## config.mk

```make
export PLATFORM = sky130hd
export DESIGN_NAME = dense_code_bit_decoder
export DESIGN_NICKNAME = d
export VERILOG_FILES = /design/src/hw/rtl/dcbd_pkg.sv /design/src/hw/rtl/dcbd_decode.sv /design/src/hw/rtl/dense_code_bit_decoder.sv
export SDC_FILE = /design/constraint.sdc
export NUM_CORES = 1
export LEC_CHECK = 0
export ABC_AREA = 1
export BUFFER_PORTS_ARGS = -buffer_cell sky130_fd_sc_hd__clkbuf_2
export CAP_MARGIN = 30
export CELL_PAD_IN_SITES_DETAIL_PLACEMENT = 2
export CELL_PAD_IN_SITES_GLOBAL_PLACEMENT = 2
export CORE_ASPECT_RATIO = 1.5
export CORE_MARGIN = 2
export CORE_UTILIZATION = 25
export DETAILED_ROUTE_END_ITERATION = 7
export PLACE_DENSITY_LB_ADDON = 0.15
export SYNTH_ARGS = -nofsm -noshare
export SYNTH_HDL_FRONTEND = slang
export SYNTH_SLANG_ARGS = --single-unit
```

## constraint.sdc

```tcl
create_clock -name clk_i -period 6.54 [get_ports clk_i]
set_input_delay 0.327 -clock clk_i [delete_from_list [all_inputs] [get_ports clk_i]]
set_output_delay 0.327 -clock clk_i [all_outputs]
set_load 0.02 [all_outputs]
```

## src/hw/rtl/dcbd_pkg.sv

```systemverilog
// ----------------------------------------------------------------------------
// dcbd_pkg
// Types, constants and the depth offset table for the dense-code bit decoder.
// ----------------------------------------------------------------------------
`default_nettype none

package dcbd_pkg;

  localparam int unsigned IndexBits = 25;
  // Products of a value with 7 or 9 plus small terms fit in four more bits.
  // The largest depth offset needs 22 bits, so narrow indexes still get those.
  localparam int unsigned ProdBits  = ((IndexBits > 22) ? IndexBits : 22) + 4;

  localparam logic [3:0] Stoppers    = 4'd7;
  localparam logic [3:0] MaxDepth    = 4'd7;
  localparam logic [1:0] LastBitPos  = 2'd3;
  localparam logic [IndexBits-1:0] DictSizeReset = IndexBits'(262144);

  typedef struct packed {
    logic code_bit;
    logic stream_last;
  } in_item_t;

  typedef struct packed {
    logic [IndexBits-1:0] word_index;
    logic                 space_after;
    logic                 has_word;
    logic                 stream_end;
    logic                 stopped;
  } out_item_t;

  typedef struct packed {
    logic [2:0]           digit_bits;
    logic [1:0]           bit_position;
    logic [IndexBits-1:0] running_value;
    logic                 value_overflow;
    logic [3:0]           extension_depth;
    logic                 pending_word;
    logic [IndexBits-1:0] pending_index;
    logic                 halted;
  } state_t;

  // Index of the first word at a given depth: sum over k < d of 7 * 9^k.
  function automatic logic [ProdBits-1:0] depth_base(input logic [2:0] depth);
    logic [ProdBits-1:0] base;
    case (depth)
      3'd0:    base = ProdBits'(0);
      3'd1:    base = ProdBits'(7);
      3'd2:    base = ProdBits'(70);
      3'd3:    base = ProdBits'(637);
      3'd4:    base = ProdBits'(5740);
      3'd5:    base = ProdBits'(51667);
      3'd6:    base = ProdBits'(465010);
      default: base = ProdBits'(4185097);
    endcase
    return base;
  endfunction

endpackage

`default_nettype wire

```

## src/hw/rtl/dcbd_decode.sv

```systemverilog
// ----------------------------------------------------------------------------
// dcbd_decode
// Next-state and result logic for one stream bit.
// ----------------------------------------------------------------------------
`default_nettype none

module dcbd_decode import dcbd_pkg::*; (
  input  wire in_item_t             item_i,
  input  wire state_t               state_i,
  input  wire logic [IndexBits-1:0] dict_size_i,
  output state_t                    state_o,
  output logic                      emit_o,
  output out_item_t                 result_o
);

  always_comb begin
    logic [3:0]          digit;
    logic [ProdBits-1:0] rv_ext;
    logic [ProdBits-1:0] dict_ext;
    logic [ProdBits-1:0] value;
    logic [ProdBits-1:0] idx;
    logic                bad;

    digit    = {state_i.digit_bits, item_i.code_bit};
    rv_ext   = ProdBits'(state_i.running_value);
    dict_ext = ProdBits'(dict_size_i);
    value    = (rv_ext << 3) + rv_ext + ProdBits'(digit - Stoppers);
    idx      = (rv_ext << 3) - rv_ext + ProdBits'(digit)
             + depth_base(state_i.extension_depth[2:0]);
    bad      = 1'b0;

    state_o  = state_i;
    emit_o   = 1'b0;
    result_o = '0;

    if (state_i.halted) begin
      if (item_i.stream_last) begin
        emit_o              = 1'b1;
        result_o.stream_end = 1'b1;
        result_o.stopped    = 1'b1;
      end
    end else if (state_i.pending_word) begin
      // This bit is the space flag of the word that just ended.
      emit_o               = 1'b1;
      result_o.word_index  = state_i.pending_index;
      result_o.space_after = item_i.code_bit;
      result_o.has_word    = 1'b1;
      result_o.stream_end  = item_i.stream_last;
      state_o.pending_word  = 1'b0;
      state_o.pending_index = '0;
    end else if (state_i.bit_position != LastBitPos) begin
      state_o.digit_bits   = {state_i.digit_bits[1:0], item_i.code_bit};
      state_o.bit_position = state_i.bit_position + 2'd1;
      if (item_i.stream_last) begin
        emit_o              = 1'b1;
        result_o.stream_end = 1'b1;
      end
    end else begin
      state_o.digit_bits   = '0;
      state_o.bit_position = '0;
      if (digit >= Stoppers) begin
        if (value >= dict_ext || value[ProdBits-1:IndexBits] != '0) begin
          state_o.value_overflow = 1'b1;
        end
        state_o.running_value = value[IndexBits-1:0];
        if (state_i.extension_depth <= MaxDepth) begin
          state_o.extension_depth = state_i.extension_depth + 4'd1;
        end
        if (item_i.stream_last) begin
          emit_o              = 1'b1;
          result_o.stream_end = 1'b1;
        end
      end else begin
        bad = state_i.value_overflow || (state_i.extension_depth > MaxDepth)
           || (idx >= dict_ext);
        state_o.running_value   = '0;
        state_o.value_overflow  = 1'b0;
        state_o.extension_depth = '0;
        if (bad) begin
          state_o.halted      = 1'b1;
          emit_o              = 1'b1;
          result_o.stream_end = item_i.stream_last;
          result_o.stopped    = 1'b1;
        end else if (item_i.stream_last) begin
          emit_o              = 1'b1;
          result_o.word_index = idx[IndexBits-1:0];
          result_o.has_word   = 1'b1;
          result_o.stream_end = 1'b1;
        end else begin
          state_o.pending_word  = 1'b1;
          state_o.pending_index = idx[IndexBits-1:0];
        end
      end
    end

    // The final bit of a stream returns everything to the start of a stream.
    if (item_i.stream_last) begin
      state_o = '0;
    end
  end

endmodule

`default_nettype wire

```

## src/hw/rtl/dense_code_bit_decoder.sv

```systemverilog
// ----------------------------------------------------------------------------
// dense_code_bit_decoder
// Serial decoder for a (7,9) dense code: one coded bit in, at most one
// dictionary index with its space flag out.
// ----------------------------------------------------------------------------
//
//   Channel  Direction  Handshake                  Payload
//   in       input      in_valid_i / in_stall_o    in_item_t  (code bit, last)
//   out      output     out_valid_o / out_stall_i  out_item_t (index, flags)
//   cfg      input      cfg_we_i                   cfg_wdata_i (dictionary size)
//
// One bit is accepted every cycle while in_stall_o is low; its result, if any,
// passes the input register and then the result register before it is offered.
// The decode state is updated in the single pass between those registers.
// Reset clears the decode state and loads a dictionary size of 262144.
// A stalled output holds the result register; the input register then fills
// and stalls the input side.
// ----------------------------------------------------------------------------
`default_nettype none

module dense_code_bit_decoder import dcbd_pkg::*; (
  input  wire logic                 clk_i,
  input  wire logic                 rst_ni,
  input  wire logic                 in_valid_i,
  output logic                      in_stall_o,
  input  wire in_item_t             in_item_i,
  output logic                      out_valid_o,
  input  wire logic                 out_stall_i,
  output out_item_t                 out_item_o,
  input  wire logic                 cfg_we_i,
  input  wire logic [IndexBits-1:0] cfg_wdata_i
);

  logic                 in_valid_q, in_valid_d;
  in_item_t             in_q;
  state_t               state_q, state_d;
  logic                 out_valid_q, out_valid_d;
  out_item_t            out_q;
  logic [IndexBits-1:0] dict_size_q;
  logic                 emit;
  out_item_t            result;
  logic                 adv;
  logic                 load;

  // The held bit moves on when the result slot is empty or being taken.
  assign adv        = in_valid_q && (!out_valid_q || !out_stall_i);
  assign in_stall_o = in_valid_q && !adv;
  assign load       = in_valid_i && !in_stall_o;

  dcbd_decode u_decode (
    .item_i      (in_q),
    .state_i     (state_q),
    .dict_size_i (dict_size_q),
    .state_o     (state_d),
    .emit_o      (emit),
    .result_o    (result)
  );

  always_comb begin
    in_valid_d = in_valid_q;
    if (load) begin
      in_valid_d = 1'b1;
    end else if (adv) begin
      in_valid_d = 1'b0;
    end
    out_valid_d = out_valid_q;
    if (adv) begin
      out_valid_d = emit;
    end else if (!out_stall_i) begin
      out_valid_d = 1'b0;
    end
  end

  always_ff @(posedge clk_i or negedge rst_ni) begin
    if (!rst_ni) begin
      in_valid_q  <= 1'b0;
      out_valid_q <= 1'b0;
      state_q     <= '0;
      dict_size_q <= DictSizeReset;
    end else begin
      in_valid_q  <= in_valid_d;
      out_valid_q <= out_valid_d;
      if (adv) begin
        state_q <= state_d;
      end
      if (cfg_we_i) begin
        dict_size_q <= cfg_wdata_i;
      end
    end
  end

  always_ff @(posedge clk_i) begin
    if (load) begin
      in_q <= in_item_i;
    end
    if (adv && emit) begin
      out_q <= result;
    end
  end

  assign out_valid_o = out_valid_q;
  assign out_item_o  = out_q;

`ifndef SYNTHESIS
  a_word_not_stopped: assert property (@(posedge clk_i) disable iff (!rst_ni)
    out_valid_o && out_item_o.has_word |-> !out_item_o.stopped)
    else $error("result carries a word and a stop flag");

  a_pending_aligned: assert property (@(posedge clk_i) disable iff (!rst_ni)
    state_q.pending_word |-> state_q.bit_position == '0 && !state_q.halted)
    else $error("pending word while inside a digit or halted");

  a_last_clears: assert property (@(posedge clk_i) disable iff (!rst_ni)
    adv && in_q.stream_last |=> state_q == '0 && out_valid_o)
    else $error("final stream bit did not clear state or give a result");

  a_hold_on_stall: assert property (@(posedge clk_i) disable iff (!rst_ni)
    in_valid_q && !adv |=> in_valid_q && $stable(state_q))
    else $error("decode state moved while the result slot was blocked");
`endif

endmodule

`default_nettype wire
```

==> results.cfg, run 1 <==
[logic_synthesis]
synth-xor-area-share_pct = 3.43
synth-main-ff-cell = sky130_fd_sc_hd__dfrtp_1
synth_cell_type_count = 40
compound_gate_fraction_of_synth_area_pct = 9.02
yosysWarnings = 0
postSynthRegisterBits = 120
synth_sequential_area_ratio_pct = 28.1
proportion_of_synthesized_area_in_mux_cells_pct = 0.635
synth-async-reset-ratio_pct = 74.2
yosys.area_share.simple_pct = 25.0
cell_area_synth_mm2 = 0.0112
main_combinational_cell_family_by_area_after_synthesis = simple AND/OR/NAND/NOR gates
synth-adder-area-share_pct = 24.6
postSynthNetCount = 1694
postSynthCellCount = 1468
syn_avg_cell_area_um2 = 7.65
synth-edff-count = 31

[final_layout]
nNetsFinal = 1770
final_util_pct = 29.3
design_area_mm2 = 0.0130
post_route_cells_drive_above_1_share_pct = 11.5
areaGrowthSynthToFinish_pct = 16.1
antenna_cells = 0

[die]
starting_utilization_of_the_core_area_pct = 25.2
die_y_um = 264
ioPinCount = 63
die-area_mm2 = 0.0467
die-width_um = 177
placementRows = 95
placeableCoreArea_mm2 = 0.0446

[sta]
slew_violations = 0
worst_hold_slack_ns = 0.0510
period_share_pct = 94.0
post-route-min-period_ns = 6.14
fmax_mhz = 163
timing.max_slew.rel_slack_pct = 37.5
endpoints_failing_setup = 0
fin_worst_skew_ns = 0.0154
timing.final.hold_violations = 0
tightest_slew_ns = 0.938

[global_routing]
first_global_vias = 11500
gr-usage-met1_pct = 20.1
grt_first_pass_wirelength_um = 64800
globalRoute.busiestLayer = met2
grtUsageMet3_pct = 1.69
grt_util_met2_pct = 35.6
grt_resource_usage_total_pct = 18.4
initial_antenna_violation_count = 0
total_global_routing_overflow = 0
grt_max_degree = 50

[clock_tree]
clock_buffer_count_from_cts = 17
clock_latency_on_the_worst_skew_pair_ns = 0.45
cts.sink_count = 120
clockRootBuffer = sky130_fd_sc_hd__clkbuf_16
clock_tree_from_tritoncts = yes
clk_pin_slew_worst_paths_ns = 0.07
clockBufferDepth = 2
cts-htree-levels = 4

[setup_path]
critical-path-top-cell-by-count = sky130_fd_sc_hd__nand2_1
worstPathArrival_ns = 6.31
cp_endpoint_kind = register
worst_path_max_delay_cell = sky130_fd_sc_hd__fa_1
timing.setup.critical_path_class = reg -> reg
critPathMaxFanout = 14
slowest_cell_delay_on_critical_path_ns = 0.54
type_of_origin_of_the_critical_path = register
worst_ep_required_time_ns = 6.70
r2r.worst_path.cells = 37
reg2reg_setup_slack_ns = 0.40

[power]
leakage_nw = 6.89
power.density_mw_per_mm2 = 569
share_seq_of_total_power_pct = 11.5
irDropWorstVdd_mv = 0.233
power.share.clock_pct = 13.8
combPwrFrac_pct = 74.7
fin_total_pwr_mw = 7.43
total_switching_power_mw = 4.16
switching_share_pct = 56.0
power_report.internal_total_mw = 3.27

[placed_design]
place_hpwl_um = 34100
placed_area_mm2 = 0.0123
gpl.final_weighted_congestion = 0.823
buffer_ports.inserted = 62

[job]
cap_viol_max_count = 0

[run_status]
outcome = complete, no violations

[routing]
antenna_left = 0
drt_iter0_markers = 253
routed_wirelength_um = 40600
route.detailed.drc = 0
routed_vias = 10100
wire_per_inst_um = 19.0
drt-pass1-iter-count = 4
vias_per_cell = 4.70

[worst_hold_path]
min-delay-path-class = in -> reg
hold_path_depth = 1
==> kinds of logic after synthesis <==
family,count (synthesis)
flip-flops,120
multiplexers,7
buffers and inverters,261
XOR/XNOR,44
AO/OA/AOI/OAI,185
AND/OR/NAND/NOR,657
adder cells (fa/ha/maj),194
==> metal layers <==
metal	up-vias	wire, µm
met5	-	0
met3	46	710
met4	0	1090
li1	4902	-
met2	97	22900
met1	5006	15900
==> critical path, delay by kind of cell, from the launching register on <==
kind | cells | cell delay [ns]
compound gates | 3 | 0.28
fa+ha+maj | 5 | 1.87
buf+inv | 5 | 0.63
flops | 1 | 0.41
simple gates | 24 | 2.64
==> synthesized netlist by cell type (6+ instances only) <==
| cell type | instances | area, µm² |
|---|---|---|
| sky130_fd_sc_hd__buf_6 | 6 | 67.6 |
| sky130_fd_sc_hd__ha_1 | 149 | 1860 |
| sky130_fd_sc_hd__o21ai_0 | 72 | 360 |
| sky130_fd_sc_hd__nor2_2 | 22 | 138 |
| sky130_fd_sc_hd__nor2_1 | 106 | 398 |
| sky130_fd_sc_hd__mux2i_1 | 6 | 60.1 |
| sky130_fd_sc_hd__clkbuf_1 | 16 | 60.1 |
| sky130_fd_sc_hd__xor2_1 | 26 | 228 |
| sky130_fd_sc_hd__o22ai_1 | 9 | 56.3 |
| sky130_fd_sc_hd__a31oi_1 | 6 | 37.5 |
| sky130_fd_sc_hd__fa_1 | 45 | 901 |
| sky130_fd_sc_hd__nor3_1 | 15 | 75.1 |
| sky130_fd_sc_hd__nand3_1 | 55 | 275 |
| sky130_fd_sc_hd__a21o_1 | 8 | 60.1 |
| sky130_fd_sc_hd__o21bai_1 | 8 | 60.1 |
| sky130_fd_sc_hd__edfxtp_1 | 31 | 931 |
| sky130_fd_sc_hd__xnor2_1 | 18 | 158 |
| sky130_fd_sc_hd__nand4_1 | 43 | 269 |
| sky130_fd_sc_hd__dfrtp_1 | 88 | 2200 |
| sky130_fd_sc_hd__a21oi_1 | 74 | 370 |
| sky130_fd_sc_hd__nand2_1 | 396 | 1490 |
| sky130_fd_sc_hd__inv_1 | 231 | 867 |
==> state kept, by name (all words and copies together), names as in the netlist <==
register / cells
in_valid_q: 1
in_q: 2
out_item_o: 29
out_valid_o: 1
state_q: 62
dict_size_q: 25
==> placed cells by master, fill, tap and decap left out, types with 25 or more instances in the layout <==
master | netlist | final
sky130_fd_sc_hd__a21oi_1 | 74 | 72
sky130_fd_sc_hd__clkbuf_2 | 0 | 61
sky130_fd_sc_hd__dfrtp_1 | 88 | 88
sky130_fd_sc_hd__edfxtp_1 | 31 | 31
sky130_fd_sc_hd__fa_1 | 45 | 45
sky130_fd_sc_hd__ha_1 | 149 | 144
sky130_fd_sc_hd__inv_1 | 231 | 227
sky130_fd_sc_hd__nand2_1 | 396 | 395
sky130_fd_sc_hd__nand3_1 | 55 | 53
sky130_fd_sc_hd__nand4_1 | 43 | 43
sky130_fd_sc_hd__nor2_1 | 106 | 99
sky130_fd_sc_hd__nor2_2 | 22 | 27
sky130_fd_sc_hd__o21ai_0 | 72 | 72
sky130_fd_sc_hd__xor2_1 | 26 | 25
==> cell type report <==
| cell class | count | area, µm² |
|---|---|---|
| Clock buffer | 18 | 429 |
| Clock inverter | 14 | 188 |
| Multi-Input combinational cell | 1087 | 7150 |
| Fill cell | 5278 | 31500 |
| Inverter | 236 | 886 |
| Tap cell | 582 | 728 |
| Sequential cell | 120 | 3160 |
| Timing Repair Buffer | 82 | 508 |
==> timing repair <==
item	in CTS	in global routing
setup endpoints to repair	84	83
buffers inserted	1	3
hold endpoints to repair	42	0
pin swaps	1	6
cloned	0	1
hold buffers	1	0
gates resized for setup	9	17
==> metrics by stage <==
stage,std cells,TNS (ns),worst slack [ns]
2_1_floorplan,1468,0,1.01
3_3_place_gp,2101,-35.08,-0.473
3_5_place_dp,2101,-47.17,-0.636
4_1_cts,2135,0,0.00502
5_1_grt,2139,-0.419,-0.0249
6_report,2139,0,0.396
==> worst paths after layout <==
check | end | from
max | out_item_o[10] | state_q[28]
min | in_q[0] | in_item_i[0]
max reg2reg | out_item_o[10] | state_q[28]
min reg2reg | state_q[14] | state_q[14]
max in group asynchronous | dict_size_q[21] | rst_ni
min in group asynchronous | dict_size_q[7] | rst_ni
==> power groups by stage <==
stage | Clock [mW] | Combinational, mW | Sequential, mW
after detailed placement | 0 | 5.50 | 0.869
after floorplan | 0 | 3.73 | 0.884
after CTS | 1.06 | 5.61 | 0.855
after global routing | 1.09 | 6.42 | 0.861
after global placement | 0 | 5.35 | 0.867
final | 1.03 | 5.55 | 0.854
Power figures use the tool's default switching activity.
==> run 2: changes to the inputs <==
Settings changed: CTS_BUF_LIST from default to sky130_fd_sc_hd__clkbuf_4 sky130_fd_sc_hd__clkbuf_8.
==> run 2 against run 1 <==
Global-route usage is essentially flat; largest cell class unchanged; first-iteration DRC count fell by 4.7%; clock power fell by 25%; sequential share of layout area grew 0.28 points; final area decreased by 1.1%; count of clock-buffer cells in the layout unchanged; combinational power hardly changed.
==> results.cfg, run 2 (synthesis results as in run 1) <==
[clock_tree]
clk_pin_slew_worst_paths_ns = 0.09
clockBufferDepth = 2
cts-htree-levels = 4
clockRootBuffer = sky130_fd_sc_hd__clkbuf_8
clock_latency_on_the_worst_skew_pair_ns = 0.49
cts.sink_count = 120
clock_buffer_count_from_cts = 17
clock_tree_from_tritoncts = yes

[sta]
fin_worst_skew_ns = 0.0225
fmax_mhz = 163
worst_hold_slack_ns = 0.0456
fin_tns_setup_ns = 0
setup_slack_ns = 0.403
period_share_pct = 93.8
tightest_slew_ns = 0.934
endpoints_failing_setup = 0
timing.final.hold_violations = 0
post-route-min-period_ns = 6.14
timing.max_slew.rel_slack_pct = 37.7
slew_violations = 0

[power]
power.share.clock_pct = 10.8
switching_share_pct = 57.5
irDropWorstVdd_mv = 0.181
power.density_mw_per_mm2 = 557
share_seq_of_total_power_pct = 11.9
leakage_nw = 6.82
total_switching_power_mw = 4.13
power_report.internal_total_mw = 3.05
combPwrFrac_pct = 77.3

[final_layout]
nNetsFinal = 1774
design_area_mm2 = 0.0129
final_cell_mix = 395 x sky130_fd_sc_hd__nand2_1, 227 x sky130_fd_sc_hd__inv_1, 144 x sky130_fd_sc_hd__ha_1
largest_register_ff_count = 62
final.fill_count = 5304
final_util_pct = 28.9
max_flop_register = state_q
post_route_cells_drive_above_1_share_pct = 11.6
areaGrowthSynthToFinish_pct = 14.8
layout_commonest_cell = sky130_fd_sc_hd__nand2_1

[die]
die_y_um = 264
placementRows = 95
ioPinCount = 63
die-area_mm2 = 0.0467
starting_utilization_of_the_core_area_pct = 25.2
placeableCoreArea_mm2 = 0.0446
die-width_um = 177

[global_routing]
grt_first_pass_wirelength_um = 64900
grt_max_degree = 50
total_global_routing_overflow = 0
first_global_vias = 11500
initial_antenna_violation_count = 1
grt_resource_usage_total_pct = 18.3

[setup_path]
critical-path-top-delay-family = simple AND/OR/NAND/NOR gates
worst_ep_required_time_ns = 6.75
worst_path_max_delay_cell = sky130_fd_sc_hd__fa_1
critical-path-top-cell-by-count = sky130_fd_sc_hd__nand2_1
type_of_origin_of_the_critical_path = register
timing.setup.critical_path_class = reg -> reg
slowest_cell_delay_on_critical_path_ns = 0.54
critPathMaxFanout = 14
worstPathArrival_ns = 6.34
cp_endpoint_kind = register
worstPathBufferInverterCount = 5

[routing]
wire_per_inst_um = 19.0
vias_per_cell = 4.70
route.detailed.drc = 0
routed_vias = 10100
routed_wirelength_um = 40600
antenna_left = 0
drt-pass1-iter-count = 4
drt_iter0_markers = 241

[placed_design]
placed_area_mm2 = 0.0123
pre_cts_ws_ns = -0.636
gpl.final_weighted_congestion = 0.823
place_hpwl_um = 34100
buffer_ports.inserted = 62

[job]
cap_viol_max_count = 0

[run_status]
outcome = complete, no violations

[worst_hold_path]
min-delay-path-class = in -> reg
-- run 2: changes by cell type in the layout (fill, tap and decap cells not counted), sizes merged --
cell / previous run / this run
buf: 19 / 20
dlygate4sd3: 1 / 4
diode: 0 / 1
-- run 2: tightest hold or removal path, stage by stage --
cell and delay (ns):
sky130_fd_sc_hd__clkbuf_2 0.08, sky130_fd_sc_hd__nand2_1 0.04, sky130_fd_sc_hd__o21ai_0 0.06
-- run 2: stage by stage --
stage               std cells  power, mW
CTS                      2138       7.29
detailed placement       2101       6.37
finish                   2144       7.18
floorplan                1468       4.62
global placement         2101       6.22
global route             2144       8.13
-- run 2: final cells by class --
| cell class | count | area, µm² | area share (%) |
|---|---|---|---|
| clock buffer | 18 | 241 | 1.87 |
| clock inverter | 14 | 188 | 1.46 |
| sequential | 120 | 3160 | 24.5 |
| tap | 582 | 728 | 5.65 |
| inverter | 236 | 886 | 6.87 |
| multi-input combinational | 1087 | 7150 | 55.4 |
| antenna | 1 | 2.50 | 0.0194 |
| timing repair buffer | 86 | 546 | 4.23 |
-- run 2: metal layers --
metal,routed length (µm),share of wire (%),global-route usage [%]
met1,16100,40,20.2
met2,22900,56,35.5
met3,500,1.2,1.47
met4,1170,2.9,7.19
met5,0,0,0
-- run 2: power by group through the flow --
stage          sequential, mW  combinational, mW  clock [mW]
3_5_place_dp            0.869               5.50           0
4_1_cts                 0.854               5.63       0.801
2_1_floorplan           0.884               3.73           0
3_3_place_gp            0.867               5.35           0
5_1_grt                 0.860               6.44       0.832
6_report                0.853               5.55       0.773
-- run 2: what timing repair did --
| action | in CTS | in global routing |
|---|---|---|
| hold buffers | 4 | 0 |
| hold endpoints to repair | 45 | 0 |
| pin swaps | 1 | 6 |
| cloned | 0 | 1 |
| setup buffers | 1 | 4 |
| resized for setup | 10 | 16 |
| endpoints found under the setup margin | 84 | 83 |
-- run 2: final timing paths --
kind	from	to	slack, ns	cells past startpoint
min in group asynchronous	rst_ni	dict_size_q[2]	0.40	2
max in group asynchronous	rst_ni	dict_size_q[24]	5.01	3
max	state_q[28]	out_item_o[3]	0.40	37
max reg2reg	state_q[28]	out_item_o[3]	0.40	37
min	cfg_wdata_i[4]	dict_size_q[4]	0.05	3
min reg2reg	state_q[11]	state_q[11]	0.48	2
==> run 3: changes to the inputs <==
Settings changed: CORE_UTILIZATION 25 to 38.
==> run 3 against run 2 <==
Sequential cell count unchanged; count of clock-buffer cells in the layout is 7 higher; non-clock buffer count fell by 7; critical path depth fell by 3; core utilization grew 14 points; final area fell by 2.7%; total power down 2.8%; combinational power decreased by 2%; register-to-register slack better by 0.07 ns; worst setup slack gained 0.074 ns; hold slack lost 0.018 ns; critical endpoint is now out_item_o[22]; largest cell class unchanged.
==> results.cfg, run 3 (synthesis results as in run 1) <==
[run_status]
outcome = complete, no violations

[final_layout]
max_flop_register = state_q
finalNonFillerCells = 1950
design_area_mm2 = 0.0125
multiInputGateArea_mm2 = 0.00713
layout_commonest_cell = sky130_fd_sc_hd__nand2_1
final_cell_mix = 395 x sky130_fd_sc_hd__nand2_1, 228 x sky130_fd_sc_hd__inv_1, 146 x sky130_fd_sc_hd__ha_1
post_route_cells_drive_above_1_share_pct = 10.7
final.fill_count = 3542
areaGrowthSynthToFinish_pct = 11.7
register_area_mm2 = 0.00316
nNetsFinal = 1767
largest_register_ff_count = 62

[clock_tree]
clockRootBuffer = sky130_fd_sc_hd__clkbuf_8
cts-htree-levels = 4
cts_setup_buffers = 0
clock_buffer_count_from_cts = 17
clock_latency_on_the_worst_skew_pair_ns = 0.51
clock_tree_from_tritoncts = yes
clockBufferDepth = 2
clk_pin_slew_worst_paths_ns = 0.08
cts.sink_count = 120

[power]
share_seq_of_total_power_pct = 12.3
power_report.internal_total_mw = 2.97
leakage_nw = 6.75
combPwrFrac_pct = 77.9
power.density_mw_per_mm2 = 556
total_switching_power_mw = 4.01
irDropWorstVdd_mv = 0.219
power.share.clock_pct = 9.9
switching_share_pct = 57.5

[routing]
vias_per_cell = 5.24
route.detailed.drc = 0
drt_iter0_markers = 305
drt-pass1-iter-count = 4
wire_per_inst_um = 19.8
routed_vias = 10200
antenna_left = 0
routed_wirelength_um = 38700

[sta]
worst_hold_slack_ns = 0.0280
fmax_mhz = 165
timing.final.hold_violations = 0
fin_worst_skew_ns = 0.0163
setup_slack_ns = 0.477
slew_violations = 0
tightest_slew_ns = 0.916
timing.max_slew.rel_slack_pct = 38.9
endpoints_failing_setup = 0
post-route-min-period_ns = 6.06
setup_repair_after_global_routing_missed_its_margin = false
period_share_pct = 92.7

[worst_hold_path]
hold_path.startpoint = cfg_wdata_i[16]
min-delay-path-class = in -> reg

[setup_path]
worst_path_max_delay_cell = sky130_fd_sc_hd__fa_1
worst_ep_required_time_ns = 6.74
r2r_start = state_q[27]
startpoint = state_q[27]
critPathMaxFanout = 29
type_of_origin_of_the_critical_path = register
slowest_cell_delay_on_critical_path_ns = 0.49
cp_endpoint_kind = register
worstPathArrival_ns = 6.26
timing.setup.critical_path_class = reg -> reg

[global_routing]
grt_max_degree = 50
grt_first_pass_wirelength_um = 62800
initial_antenna_violation_count = 1
total_global_routing_overflow = 0
grt_resource_usage_total_pct = 26.6
first_global_vias = 11800

[die]
starting_utilization_of_the_core_area_pct = 38.4
placeableCoreArea_mm2 = 0.0293
die-area_mm2 = 0.0310
ioPinCount = 63
die_y_um = 215
die-width_um = 144
placementRows = 77

[placed_design]
placed_area_mm2 = 0.0120
place_hpwl_um = 31700
dp.cells = 1912
buffer_ports.inserted = 62
gpl.final_weighted_congestion = 0.900
pre_cts_ws_ns = -0.154

[job]
cap_viol_max_count = 0
## run 3: cell count changes in the layout (fill, tap and decap cells not counted), moves of 2 or more
cell and delta:
sky130_fd_sc_hd__nand3_1 +2, sky130_fd_sc_hd__buf_4 -7, sky130_fd_sc_hd__inv_6 -6, sky130_fd_sc_hd__clkinv_2 +3, sky130_fd_sc_hd__clkinv_4 -3, sky130_fd_sc_hd__clkbuf_4 +2, sky130_fd_sc_hd__clkbuf_8 +5, sky130_fd_sc_hd__bufinv_16 -2
sky130_fd_sc_hd__nand3_2 -2, sky130_fd_sc_hd__ha_1 +2, sky130_fd_sc_hd__clkinvlp_4 +2
## run 3: through the flow
step	TNS (ns)	util (%)	power, mW
global placement	0	41.1	5.93
floorplan	0	-	4.62
detailed placement	-5.02	41.1	6.20
global route	0	42.8	7.80
finish	0	42.8	6.98
CTS	0	42.6	7.00
## run 3: cell type report
| cell class | count | area share [%] |
|---|---|---|
| repair buffers | 79 | 3.81 |
| inverters | 236 | 7.06 |
| clock buffers | 25 | 2.59 |
| diodes | 1 | 0.0200 |
| flip-flops and latches | 120 | 25.2 |
| well taps | 395 | 3.94 |
| multi-input cells | 1087 | 56.8 |
| clock inverters | 7 | 0.539 |
## run 3: path summary, 6_finish.rpt
check	to	slack, ns	cells after the start
min reg2reg	state_q[23]	0.48	2
max	out_item_o[22]	0.48	34
min	dict_size_q[16]	0.03	3
max in group asynchronous	dict_size_q[17]	5.06	3
min in group asynchronous	dict_size_q[7]	0.34	2
max reg2reg	out_item_o[22]	0.48	34
## run 3: power by group through the flow
stage	clock, mW	sequential, mW	combinational (mW)
global placement	0	0.866	5.06
floorplan	0	0.884	3.73
detailed placement	0	0.870	5.33
global route	0.731	0.862	6.21
CTS	0.708	0.856	5.44
finish	0.689	0.856	5.43
## run 3: repair_timing
item	in CTS	in global routing
hold buffers	5	0
endpoints found under the setup margin	54	84
endpoints found under the hold margin	44	0
pin swaps	0	1
resized for setup	3	19
## run 3: metal layers
layer,up-vias,wire length [µm],global-route usage (%)
met5,-,0,0
met4,0,1520,11.6
met3,67,714,3.04
met2,128,21400,50.8
met1,5124,15000,28.6
li1,4891,-,-
## run 3: worst max-delay path, delay by kind of cell, from the launching register on
family / cells / cell delay, ns
adders and majority gates: 5 / 1.70
AOI/OAI and AO/OA: 5 / 0.75
buffers and inverters: 6 / 0.62
and+or+nand+nor: 17 / 2.05
DFF: 1 / 0.40
xor gates and xnor gates: 1 / 0.19
